`src/qask_pkg.sv`:
```
// Shared types, constants and the symbol decision function of the four-level demodulator.
package qask_pkg;

   localparam int SAMPLE_W = 32;
   localparam int AMP_W    = 31;
   localparam int RUN_W    = 16;
   localparam int INDEX_W  = 18;

   localparam logic [AMP_W-1:0] AMP_RESET = 31'h7F00_0000;
   localparam logic [RUN_W-1:0] RUN_MAX   = 16'hFFFF;

   typedef struct packed {
      logic [AMP_W-3:0] quarter;
      logic [AMP_W-2:0] half;
      logic [AMP_W-1:0] three_q;
   } qask_thresh_type;

   localparam qask_thresh_type THRESH_RESET = '{
      quarter: AMP_RESET[AMP_W-1:2],
      half:    AMP_RESET[AMP_W-1:1],
      three_q: 31'h5F40_0000
   };

   // One beat's instruction from the sync control to the slicer.
   typedef struct packed {
      logic             take;
      logic [RUN_W-1:0] baud_length;
   } qask_baud_cmd_type;

   localparam logic [1:0] SYM_LOW   = 2'd0;
   localparam logic [1:0] SYM_MID_L = 2'd1;
   localparam logic [1:0] SYM_MID_H = 2'd2;
   localparam logic [1:0] SYM_HIGH  = 2'd3;

   // Strict compare of a signed value against the three unsigned thresholds.
   // The half threshold is tested first: for tiny amplitudes 3*(amp/4) can sit below amp/2.
   function automatic logic [1:0] qask_decide(input logic [SAMPLE_W-1:0] v,
                                              input qask_thresh_type th);
      logic pos;
      logic [1:0] sym;
      pos = ~v[SAMPLE_W-1];
      if (pos && (v[AMP_W-1:0] > {1'b0, th.half})) begin
         sym = (v[AMP_W-1:0] > th.three_q) ? SYM_HIGH : SYM_MID_H;
      end else if (pos && (v[AMP_W-1:0] > {2'b00, th.quarter})) begin
         sym = SYM_MID_L;
      end else begin
         sym = SYM_LOW;
      end
      return sym;
   endfunction

endpackage

```
`src/qask_sync_ctrl.sv`:
```
// Sync acquisition: leading zero count, check samples, preamble skip.
module qask_sync_ctrl
   import qask_pkg::*;
(
   input  logic                    clock,
   input  logic                    reset,
   input  logic                    advance,
   input  logic [SAMPLE_W-1:0]     sample,
   output qask_baud_cmd_type       cmd
);

   localparam logic [2:0] PH_COUNT  = 3'd0;
   localparam logic [2:0] PH_CHECK  = 3'd1;
   localparam logic [2:0] PH_SKIP   = 3'd2;
   localparam logic [2:0] PH_BAUD   = 3'd3;
   localparam logic [2:0] PH_SILENT = 3'd4;

   logic [2:0]         phase_ff, phase_in;
   logic [INDEX_W-1:0] index_ff, index_in;
   logic [RUN_W-1:0]   zrun_ff, zrun_in;
   logic [RUN_W-1:0]   blen_ff, blen_in;
   logic               chk_ff, chk_in;

   logic               is_zero;
   logic [INDEX_W-1:0] two_z;
   logic [RUN_W-1:0]   blen_new;
   logic               take;

   assign is_zero  = (sample == '0);
   assign two_z    = {1'b0, zrun_ff, 1'b0};
   assign blen_new = (chk_ff && is_zero) ? zrun_ff : zrun_ff - 1'b1;

   always_comb begin
      phase_in = phase_ff;
      index_in = index_ff;
      zrun_in  = zrun_ff;
      blen_in  = blen_ff;
      chk_in   = chk_ff;
      take     = 1'b0;
      case (phase_ff)
         PH_COUNT: begin
            index_in = index_ff + 1'b1;
            if (is_zero) begin
               zrun_in = zrun_ff + 1'b1;
               if (zrun_ff == RUN_MAX - 1'b1) begin
                  phase_in = PH_CHECK;
               end
            end else if (zrun_ff < RUN_W'(2)) begin
               phase_in = PH_SILENT;
            end else begin
               phase_in = PH_CHECK;
            end
         end
         PH_CHECK: begin
            index_in = index_ff + 1'b1;
            if (index_ff == two_z - 1'b1) begin
               chk_in = ~is_zero;
            end else if (index_ff == two_z) begin
               blen_in = blen_new;
               if ({blen_new, 2'b00} == index_ff) begin
                  phase_in = PH_BAUD;
                  take     = 1'b1;
               end else begin
                  phase_in = PH_SKIP;
               end
            end
         end
         PH_SKIP: begin
            index_in = index_ff + 1'b1;
            if (index_ff == {blen_ff, 2'b00}) begin
               phase_in = PH_BAUD;
               take     = 1'b1;
            end
         end
         PH_BAUD: begin
            take = 1'b1;
         end
         default: begin
            phase_in = phase_ff;
         end
      endcase
   end

   // first baud may start on the sample that fixes the baud length
   assign cmd.take        = take;
   assign cmd.baud_length = (phase_ff == PH_CHECK) ? blen_new : blen_ff;

   always_ff @(posedge clock) begin
      if (reset) begin
         phase_ff <= PH_COUNT;
         index_ff <= '0;
         zrun_ff  <= '0;
         blen_ff  <= '0;
         chk_ff   <= 1'b0;
      end else if (advance) begin
         phase_ff <= phase_in;
         index_ff <= index_in;
         zrun_ff  <= zrun_in;
         blen_ff  <= blen_in;
         chk_ff   <= chk_in;
      end
   end

endmodule

```
`src/qask_baud_slicer.sv`:
```
// Per-baud running maximum and four-level symbol decision.
module qask_baud_slicer
   import qask_pkg::*;
(
   input  logic                clock,
   input  logic                reset,
   input  logic                advance,
   input  logic [SAMPLE_W-1:0] sample,
   input  qask_baud_cmd_type   cmd,
   input  qask_thresh_type     thresh,
   output logic                emit,
   output logic [1:0]          symbol
);

   logic [RUN_W-1:0]    pos_ff, pos_in;
   logic [SAMPLE_W-1:0] peak_ff, peak_in;
   logic                use_new;
   logic                last;
   logic [RUN_W:0]      pos_next;

   assign use_new  = (pos_ff == '0) || ($signed(sample) > $signed(peak_ff));
   assign pos_next = {1'b0, pos_ff} + 1'b1;
   assign last     = pos_next >= {1'b0, cmd.baud_length};
   assign peak_in  = use_new ? sample : peak_ff;
   assign pos_in   = last ? '0 : pos_next[RUN_W-1:0];

   // decide on both candidates in parallel, then pick
   assign symbol = use_new ? qask_decide(sample, thresh) : qask_decide(peak_ff, thresh);
   assign emit   = cmd.take && last;

   always_ff @(posedge clock) begin
      if (reset) begin
         pos_ff <= '0;
      end else if (advance && cmd.take) begin
         pos_ff <= pos_in;
      end
   end

   always_ff @(posedge clock) begin
      if (advance && cmd.take) begin
         peak_ff <= peak_in;
      end
   end

endmodule

```
`src/qask_sync_demodulator.sv`:
```
// Top level of the four-level amplitude-shift-keying demodulator.
//
//   channel  | ports                        | beat
//   ---------+------------------------------+-------------------------------
//   req      | req_valid req_ready req_sample | one signed 32-bit sample
//   rsp      | rsp_valid rsp_ready rsp_symbol | one 2-bit symbol per baud
//   csr      | csr_valid csr_ready csr_data   | amplitude write (31 bits)
//
// One sample per cycle while rsp does not stall: input register, one pass of sync control and
// running-maximum/threshold logic, then the output register.
// On the last sample of a baud, the sample passes the input register, then its symbol the output register.
// The input register advances whenever the output register is empty or
// being taken, so a stalled rsp stalls req only once both stages are full.
// Synchronous reset restores amplitude thresholds and restarts sync search;
// csr_ready is always high and thresholds are precomputed at write time.
module qask_sync_demodulator
   import qask_pkg::*;
(
   input  logic                clock,
   input  logic                reset,
   input  logic                req_valid,
   output logic                req_ready,
   input  logic [SAMPLE_W-1:0] req_sample,
   output logic                rsp_valid,
   input  logic                rsp_ready,
   output logic [1:0]          rsp_symbol,
   input  logic                csr_valid,
   output logic                csr_ready,
   input  logic [AMP_W-1:0]    csr_data
);

   qask_thresh_type     thresh_ff, thresh_in;
   logic                s1_valid_ff, s1_valid_in;
   logic [SAMPLE_W-1:0] s1_sample_ff;
   logic                rsp_valid_ff, rsp_valid_in;
   logic [1:0]          rsp_symbol_ff;

   logic                advance;
   qask_baud_cmd_type   cmd;
   logic                emit;
   logic [1:0]          symbol;

   // thresholds: amp/4, amp/2, 3*(amp/4)
   assign thresh_in.quarter = csr_data[AMP_W-1:2];
   assign thresh_in.half    = csr_data[AMP_W-1:1];
   assign thresh_in.three_q = {2'b00, csr_data[AMP_W-1:2]} + {1'b0, csr_data[AMP_W-1:2], 1'b0};

   assign csr_ready = 1'b1;

   always_ff @(posedge clock) begin
      if (reset) begin
         thresh_ff <= THRESH_RESET;
      end else if (csr_valid) begin
         thresh_ff <= thresh_in;
      end
   end

   // pipeline control
   assign advance     = s1_valid_ff && (!rsp_valid_ff || rsp_ready);
   assign req_ready   = !s1_valid_ff || advance;
   assign s1_valid_in = req_valid ? 1'b1 : (advance ? 1'b0 : s1_valid_ff);

   always_comb begin
      rsp_valid_in = rsp_valid_ff;
      if (advance) begin
         rsp_valid_in = emit;
      end else if (rsp_ready) begin
         rsp_valid_in = 1'b0;
      end
   end

   always_ff @(posedge clock) begin
      if (reset) begin
         s1_valid_ff  <= 1'b0;
         rsp_valid_ff <= 1'b0;
      end else begin
         if (req_ready) begin
            s1_valid_ff <= s1_valid_in;
         end
         rsp_valid_ff <= rsp_valid_in;
      end
   end

   always_ff @(posedge clock) begin
      if (req_valid && req_ready) begin
         s1_sample_ff <= req_sample;
      end
      if (advance && emit) begin
         rsp_symbol_ff <= symbol;
      end
   end

   qask_sync_ctrl u_ctrl (
      .clock   (clock),
      .reset   (reset),
      .advance (advance),
      .sample  (s1_sample_ff),
      .cmd     (cmd)
   );

   qask_baud_slicer u_slicer (
      .clock   (clock),
      .reset   (reset),
      .advance (advance),
      .sample  (s1_sample_ff),
      .cmd     (cmd),
      .thresh  (thresh_ff),
      .emit    (emit),
      .symbol  (symbol)
   );

   assign rsp_valid  = rsp_valid_ff;
   assign rsp_symbol = rsp_symbol_ff;

`ifndef ASSERT_OFF
   a_no_overwrite: assert property (@(posedge clock) disable iff (reset)
      (rsp_valid_ff && !rsp_ready) |-> !advance)
      else $error("stage advanced into a stalled output register");

   a_full_accept: assert property (@(posedge clock) disable iff (reset)
      (req_valid && req_ready && s1_valid_ff) |-> advance)
      else $error("input register overwritten without advancing");

   a_emit_take: assert property (@(posedge clock) disable iff (reset)
      emit |-> cmd.take)
      else $error("symbol emitted outside a baud");

   a_reset_empty: assert property (@(posedge clock)
      reset |=> (!rsp_valid_ff && !s1_valid_ff))
      else $error("pipeline not empty after reset");
`endif

endmodule
```
`config.mk`:
```
export PLATFORM = sky130hd
export DESIGN_NAME = qask_sync_demodulator
export DESIGN_NICKNAME = d
export VERILOG_FILES = /design/src/qask_pkg.sv /design/src/qask_sync_ctrl.sv /design/src/qask_baud_slicer.sv /design/src/qask_sync_demodulator.sv
export SDC_FILE = /design/constraint.sdc
export NUM_CORES = 1
export LEC_CHECK = 0
export ABC_CLOCK_PERIOD_IN_PS = 10300
export BUFFER_PORTS_ARGS = -buffer_cell sky130_fd_sc_hd__buf_2
export CAP_MARGIN = 20
export CORE_ASPECT_RATIO = 1.75
export CORE_MARGIN = 2
export CORE_UTILIZATION = 68
export CTS_CLUSTER_DIAMETER = 40
export DETAILED_ROUTE_END_ITERATION = 7
export PLACE_DENSITY = 0.87
export SETUP_SLACK_MARGIN = 0.4
export SLEW_MARGIN = 20
export SYNTH_ARGS = -nofsm -noshare
export SYNTH_HDL_FRONTEND = slang
export SYNTH_SLANG_ARGS = --single-unit
```
`constraint.sdc`:
```
create_clock -name clock -period 10.3 [get_ports clock]
set_clock_uncertainty 0.15 [all_clocks]
set_input_delay 2.06 -clock clock [delete_from_list [all_inputs] [get_ports clock]]
set_output_delay 2.06 -clock clock [all_outputs]
set_load 0.02 [all_outputs]
```
==> results.sh <==
export IMPL_finalPower_mw=1.993
export IMPL_layout_cells_most_common="sky130_fd_sc_hd__ha_1"
export IMPL_drt_pass1_iter_count=7
export IMPL_grt_usage_pct=41.00
export IMPL_place_detailed_instances=2131
export IMPL_worst_hold_startpoint="thresh_ff[5]"
export IMPL_cp_slowest_stage_delay_ns=0.59
export IMPL_slew_headroom_pct=31.43
export IMPL_cp_data_required_time_ns=10.30
export IMPL_grt_first_pass_wirelength_mm=77.90
export IMPL_timing_hold_worst_path_depth=2
export IMPL_power_leakage_nw=7.732
export IMPL_post_route_drc_count=0
export IMPL_timing_setup_tns_ns=0
export IMPL_floorplan_die_area_um2=25230
export IMPL_synth_seq_area_share_pct=28.42
export IMPL_drt_iter0_drc=880
export IMPL_reg2reg_from="s1_sample_ff[5]"
export IMPL_postSynthRegisterBits=198
export IMPL_postRouteWirelength_mm=51.11
export IMPL_timing_worst_setup_path_type="flip-flop to flip-flop"
export IMPL_whs_endpoint="thresh_ff[5]"
export IMPL_placementRows=74
export IMPL_postCtsSetupRepairBufs=0
export IMPL_syn_mean_instance_area_um2=8.876
export IMPL_grt_setup_unrepaired="no"
export IMPL_layoutNonFillerInstCount=2163
export IMPL_syn_instance_count=1833
export IMPL_post_route_util_pct=73.96
export IMPL_crit_path_time_final_ns=5.215
export IMPL_tightestPinTransition_ns=1.028
export IMPL_post_synth_top_area_cell="sky130_fd_sc_hd__ha_1"
export IMPL_vias_per_cell=6.630
export IMPL_finished_layout_cell_area_um2=17330
export IMPL_yosysUniqueCellTypes=85
export IMPL_start_util_pct=69.46
export IMPL_worst_ir_drop_vdd_mv=0.1359
export IMPL_crit_family="simple AND/OR/NAND/NOR gates"
export IMPL_ys_flop_type="sky130_fd_sc_hd__dfxtp_1"
export IMPL_critical_path_peak_fanout=21
export IMPL_synth_edff_count=66
export IMPL_crit_path_top_delay_cell="sky130_fd_sc_hd__nand3_1"
export IMPL_globalRouteOverflowTotal=0
export IMPL_nets=2178
export IMPL_power_density_nw_per_um2=115.0
export IMPL_post_cts_resized=0
export IMPL_grt_antenna_before_repair=0
export IMPL_cts_root_to_sink_buffers=2
export IMPL_endpoint_kind="flip-flop"
export IMPL_die_width_um=120.9
export IMPL_timing_max_cap_violations=0
export IMPL_route_detailed_wl_per_inst_um=23.63
export IMPL_io_buffers=70
export IMPL_drtAntennaViolNets=0
export IMPL_fp_coreArea_um2=23430
export IMPL_place_gp_congestion=1.030
export IMPL_final_layout_size_suffix_gt1_share_pct=8.015
export IMPL_fmaxAchievable_mhz=191.8
export IMPL_timing_hold_ws_ns=0.3275
export IMPL_placed_area_um2=16700
export IMPL_setup_reg_to_reg_worst_slack_ns=5.09
export IMPL_run_status="finished clean"
export IMPL_ioPinCount=73
export IMPL_post_route_worst_setup_slack_ns=5.085
export IMPL_number_of_buffers_created_by_cts=17
export IMPL_synthTopCellsByArea="sky130_fd_sc_hd__ha_1 20%, sky130_fd_sc_hd__dfxtp_1 16%, sky130_fd_sc_hd__edfxtp_1 12%, sky130_fd_sc_hd__nor2_1 4.5%, sky130_fd_sc_hd__xnor2_1 4.4%"
export IMPL_first_global_vias=14620
export IMPL_syn_num_nets=2165
export IMPL_post_cts_hold_fix_bufs=0
export IMPL_report_final_slew_viol_count=0
export IMPL_critical_path_n_buffers_inverters=0
export IMPL_worstReg2RegEnd="rsp_symbol[1]"
export IMPL_worst_setup_path_start_kind="flip-flop"
export IMPL_htree_levels=4
export IMPL_synth_async_reset_ratio_pct=0
export IMPL_final_cell_mix="263 x sky130_fd_sc_hd__ha_1, 193 x sky130_fd_sc_hd__nor2_1, 132 x sky130_fd_sc_hd__dfxtp_1, 118 x sky130_fd_sc_hd__inv_1, 100 x sky130_fd_sc_hd__nand2_1"
export IMPL_clock_tree_from_tritoncts="built"
export IMPL_arrival_ns=5.22
export IMPL_post_route_period_util_pct=50.63
export IMPL_vias=14340
export IMPL_synth_top_cell_area_share_pct=20.22
export IMPL_clk_pin_slew_worst_setup_hold_paths_ns=0.08
export IMPL_ff2ff_path_depth=13
export IMPL_worstHoldPathType="flip-flop to flip-flop"
export IMPL_flow_area_growth_from_synthesis_pct=6.483
export IMPL_dpl_hpwl_mm=39.64
export IMPL_cts_sinks=198
export IMPL_grt_start_max_net_pins=82
export IMPL_insertedDiodeCount=0
export IMPL_hold_violations=0
export IMPL_preCtsSetupSlack_ns=4.856
export IMPL_clock_root_buffer="sky130_fd_sc_hd__clkbuf_16"
export IMPL_clock_insertion_delay_worst_skew_ns=0.48
export IMPL_yosysWarningCount=0
export IMPL_die_height_um=208.6
export IMPL_syn_cell_area_um2=16270
export IMPL_timing_critical_path_mode_cell="sky130_fd_sc_hd__a21oi_1"
export IMPL_critical_path_cell_chain="nor4_2 > and4_1 > nand3_1 > a21oi_1 > mux2i_1 > ha_1 > o21ai_0 > a21oi_1 > nor3_1 > o31a_1 > o41ai_1 > a31o_2 > and2_1"
export IMPL_setup_viol=0
==> where the power goes <==
group	internal [mW]	switching [mW]
clock	0.356	0.361
combinational	0.163	0.227
sequential	0.840	0.0461
==> registers in the layout, indices dropped and copies added, names as in the netlist <==
register          count
u_slicer.pos_ff      16
u_ctrl.phase_ff       3
u_ctrl.zrun_ff       16
s1_valid_ff           1
u_ctrl.index_ff      18
rsp_valid             1
thresh_ff            60
u_ctrl.blen_ff       16
u_slicer.peak_ff     32
u_ctrl.chk_ff         1
s1_sample_ff         32
rsp_symbol            2
==> cell type report <==
type	instances	area, um2
clock buffer	19	475.5
clock inverter	13	145.1
tap	304	380.4
timing repair buffer	77	407.9
sequential	198	4624
inverter	118	442.9
fill	1742	6100
multi-input combinational	1434	10850
==> worst max path at each step <==
stage,start,end,slack [ns],cells after the start
2_1_floorplan,rsp_ready,u_slicer.peak_ff[0],4.71,7
3_3_place_gp,rsp_ready,u_slicer.peak_ff[29],4.90,8
3_5_place_dp,rsp_ready,u_slicer.peak_ff[20],4.86,8
4_1_cts,s1_sample_ff[5],rsp_symbol[1],5.09,13
5_1_grt,s1_sample_ff[2],rsp_symbol[0],4.83,13
6_report,s1_sample_ff[5],rsp_symbol[1],5.09,13
==> cell usage after synthesis (7+ instances only) <==
master	instances
sky130_fd_sc_hd__nand3_1	48
sky130_fd_sc_hd__nand3b_1	7
sky130_fd_sc_hd__nand4_1	61
sky130_fd_sc_hd__and3_1	22
sky130_fd_sc_hd__mux2i_1	56
sky130_fd_sc_hd__a211oi_1	15
sky130_fd_sc_hd__nor4_1	17
sky130_fd_sc_hd__o31a_1	7
sky130_fd_sc_hd__nand2b_1	10
sky130_fd_sc_hd__a21oi_1	95
sky130_fd_sc_hd__and4_1	10
sky130_fd_sc_hd__nand2_1	100
sky130_fd_sc_hd__inv_1	118
sky130_fd_sc_hd__nor2_1	194
sky130_fd_sc_hd__xor2_1	66
sky130_fd_sc_hd__edfxtp_1	66
sky130_fd_sc_hd__buf_2	12
sky130_fd_sc_hd__a2111oi_0	7
sky130_fd_sc_hd__and2_1	7
sky130_fd_sc_hd__buf_1	9
sky130_fd_sc_hd__o21ai_0	69
sky130_fd_sc_hd__xnor2_1	81
sky130_fd_sc_hd__a211o_1	7
sky130_fd_sc_hd__nor3_1	25
sky130_fd_sc_hd__dfxtp_1	132
sky130_fd_sc_hd__clkbuf_1	54
sky130_fd_sc_hd__o21a_1	17
sky130_fd_sc_hd__a21o_1	66
sky130_fd_sc_hd__o22ai_1	7
sky130_fd_sc_hd__o31ai_1	7
sky130_fd_sc_hd__or3_1	14
sky130_fd_sc_hd__nor2b_1	20
sky130_fd_sc_hd__ha_1	263
sky130_fd_sc_hd__o211ai_1	20
==> metal layers <==
layer | GRT usage, % | vias up | wire length (um)
li1 | - | 6708 | -
met1 | 34.26 | 6718 | 15610
met2 | 73.09 | 610 | 26070
met3 | 8.379 | 304 | 2609
met4 | 46.19 | 0 | 6828
met5 | 0 | - | 0
==> kinds of logic (layout without fill, tap and decap cells) <==
family | count (synthesis) | in the layout | share of synthesized area (%)
xor+xnor | 147 | 147 | 7.913
buf+inv | 201 | 227 | 4.983
other cells | 1 | 1 | 0.02305
fa+ha+maj | 264 | 264 | 20.35
flops | 198 | 198 | 28.42
simple gates | 576 | 576 | 18.63
compound gates | 388 | 388 | 16.10
mux | 58 | 58 | 3.584
==> worst register-to-register path, cell delays in order (launching register included) <==
cell                       delay, ns
sky130_fd_sc_hd__edfxtp_1       0.54
sky130_fd_sc_hd__nor4_2         0.46
sky130_fd_sc_hd__and4_1         0.37
sky130_fd_sc_hd__nand3_1        0.59
sky130_fd_sc_hd__a21oi_1        0.55
sky130_fd_sc_hd__mux2i_1        0.16
sky130_fd_sc_hd__ha_1           0.30
sky130_fd_sc_hd__o21ai_0        0.08
sky130_fd_sc_hd__a21oi_1        0.13
sky130_fd_sc_hd__nor3_1         0.06
sky130_fd_sc_hd__o31a_1         0.28
sky130_fd_sc_hd__o41ai_1        0.39
sky130_fd_sc_hd__a31o_2         0.44
sky130_fd_sc_hd__and2_1         0.39
(Power assumes the default switching activity.)
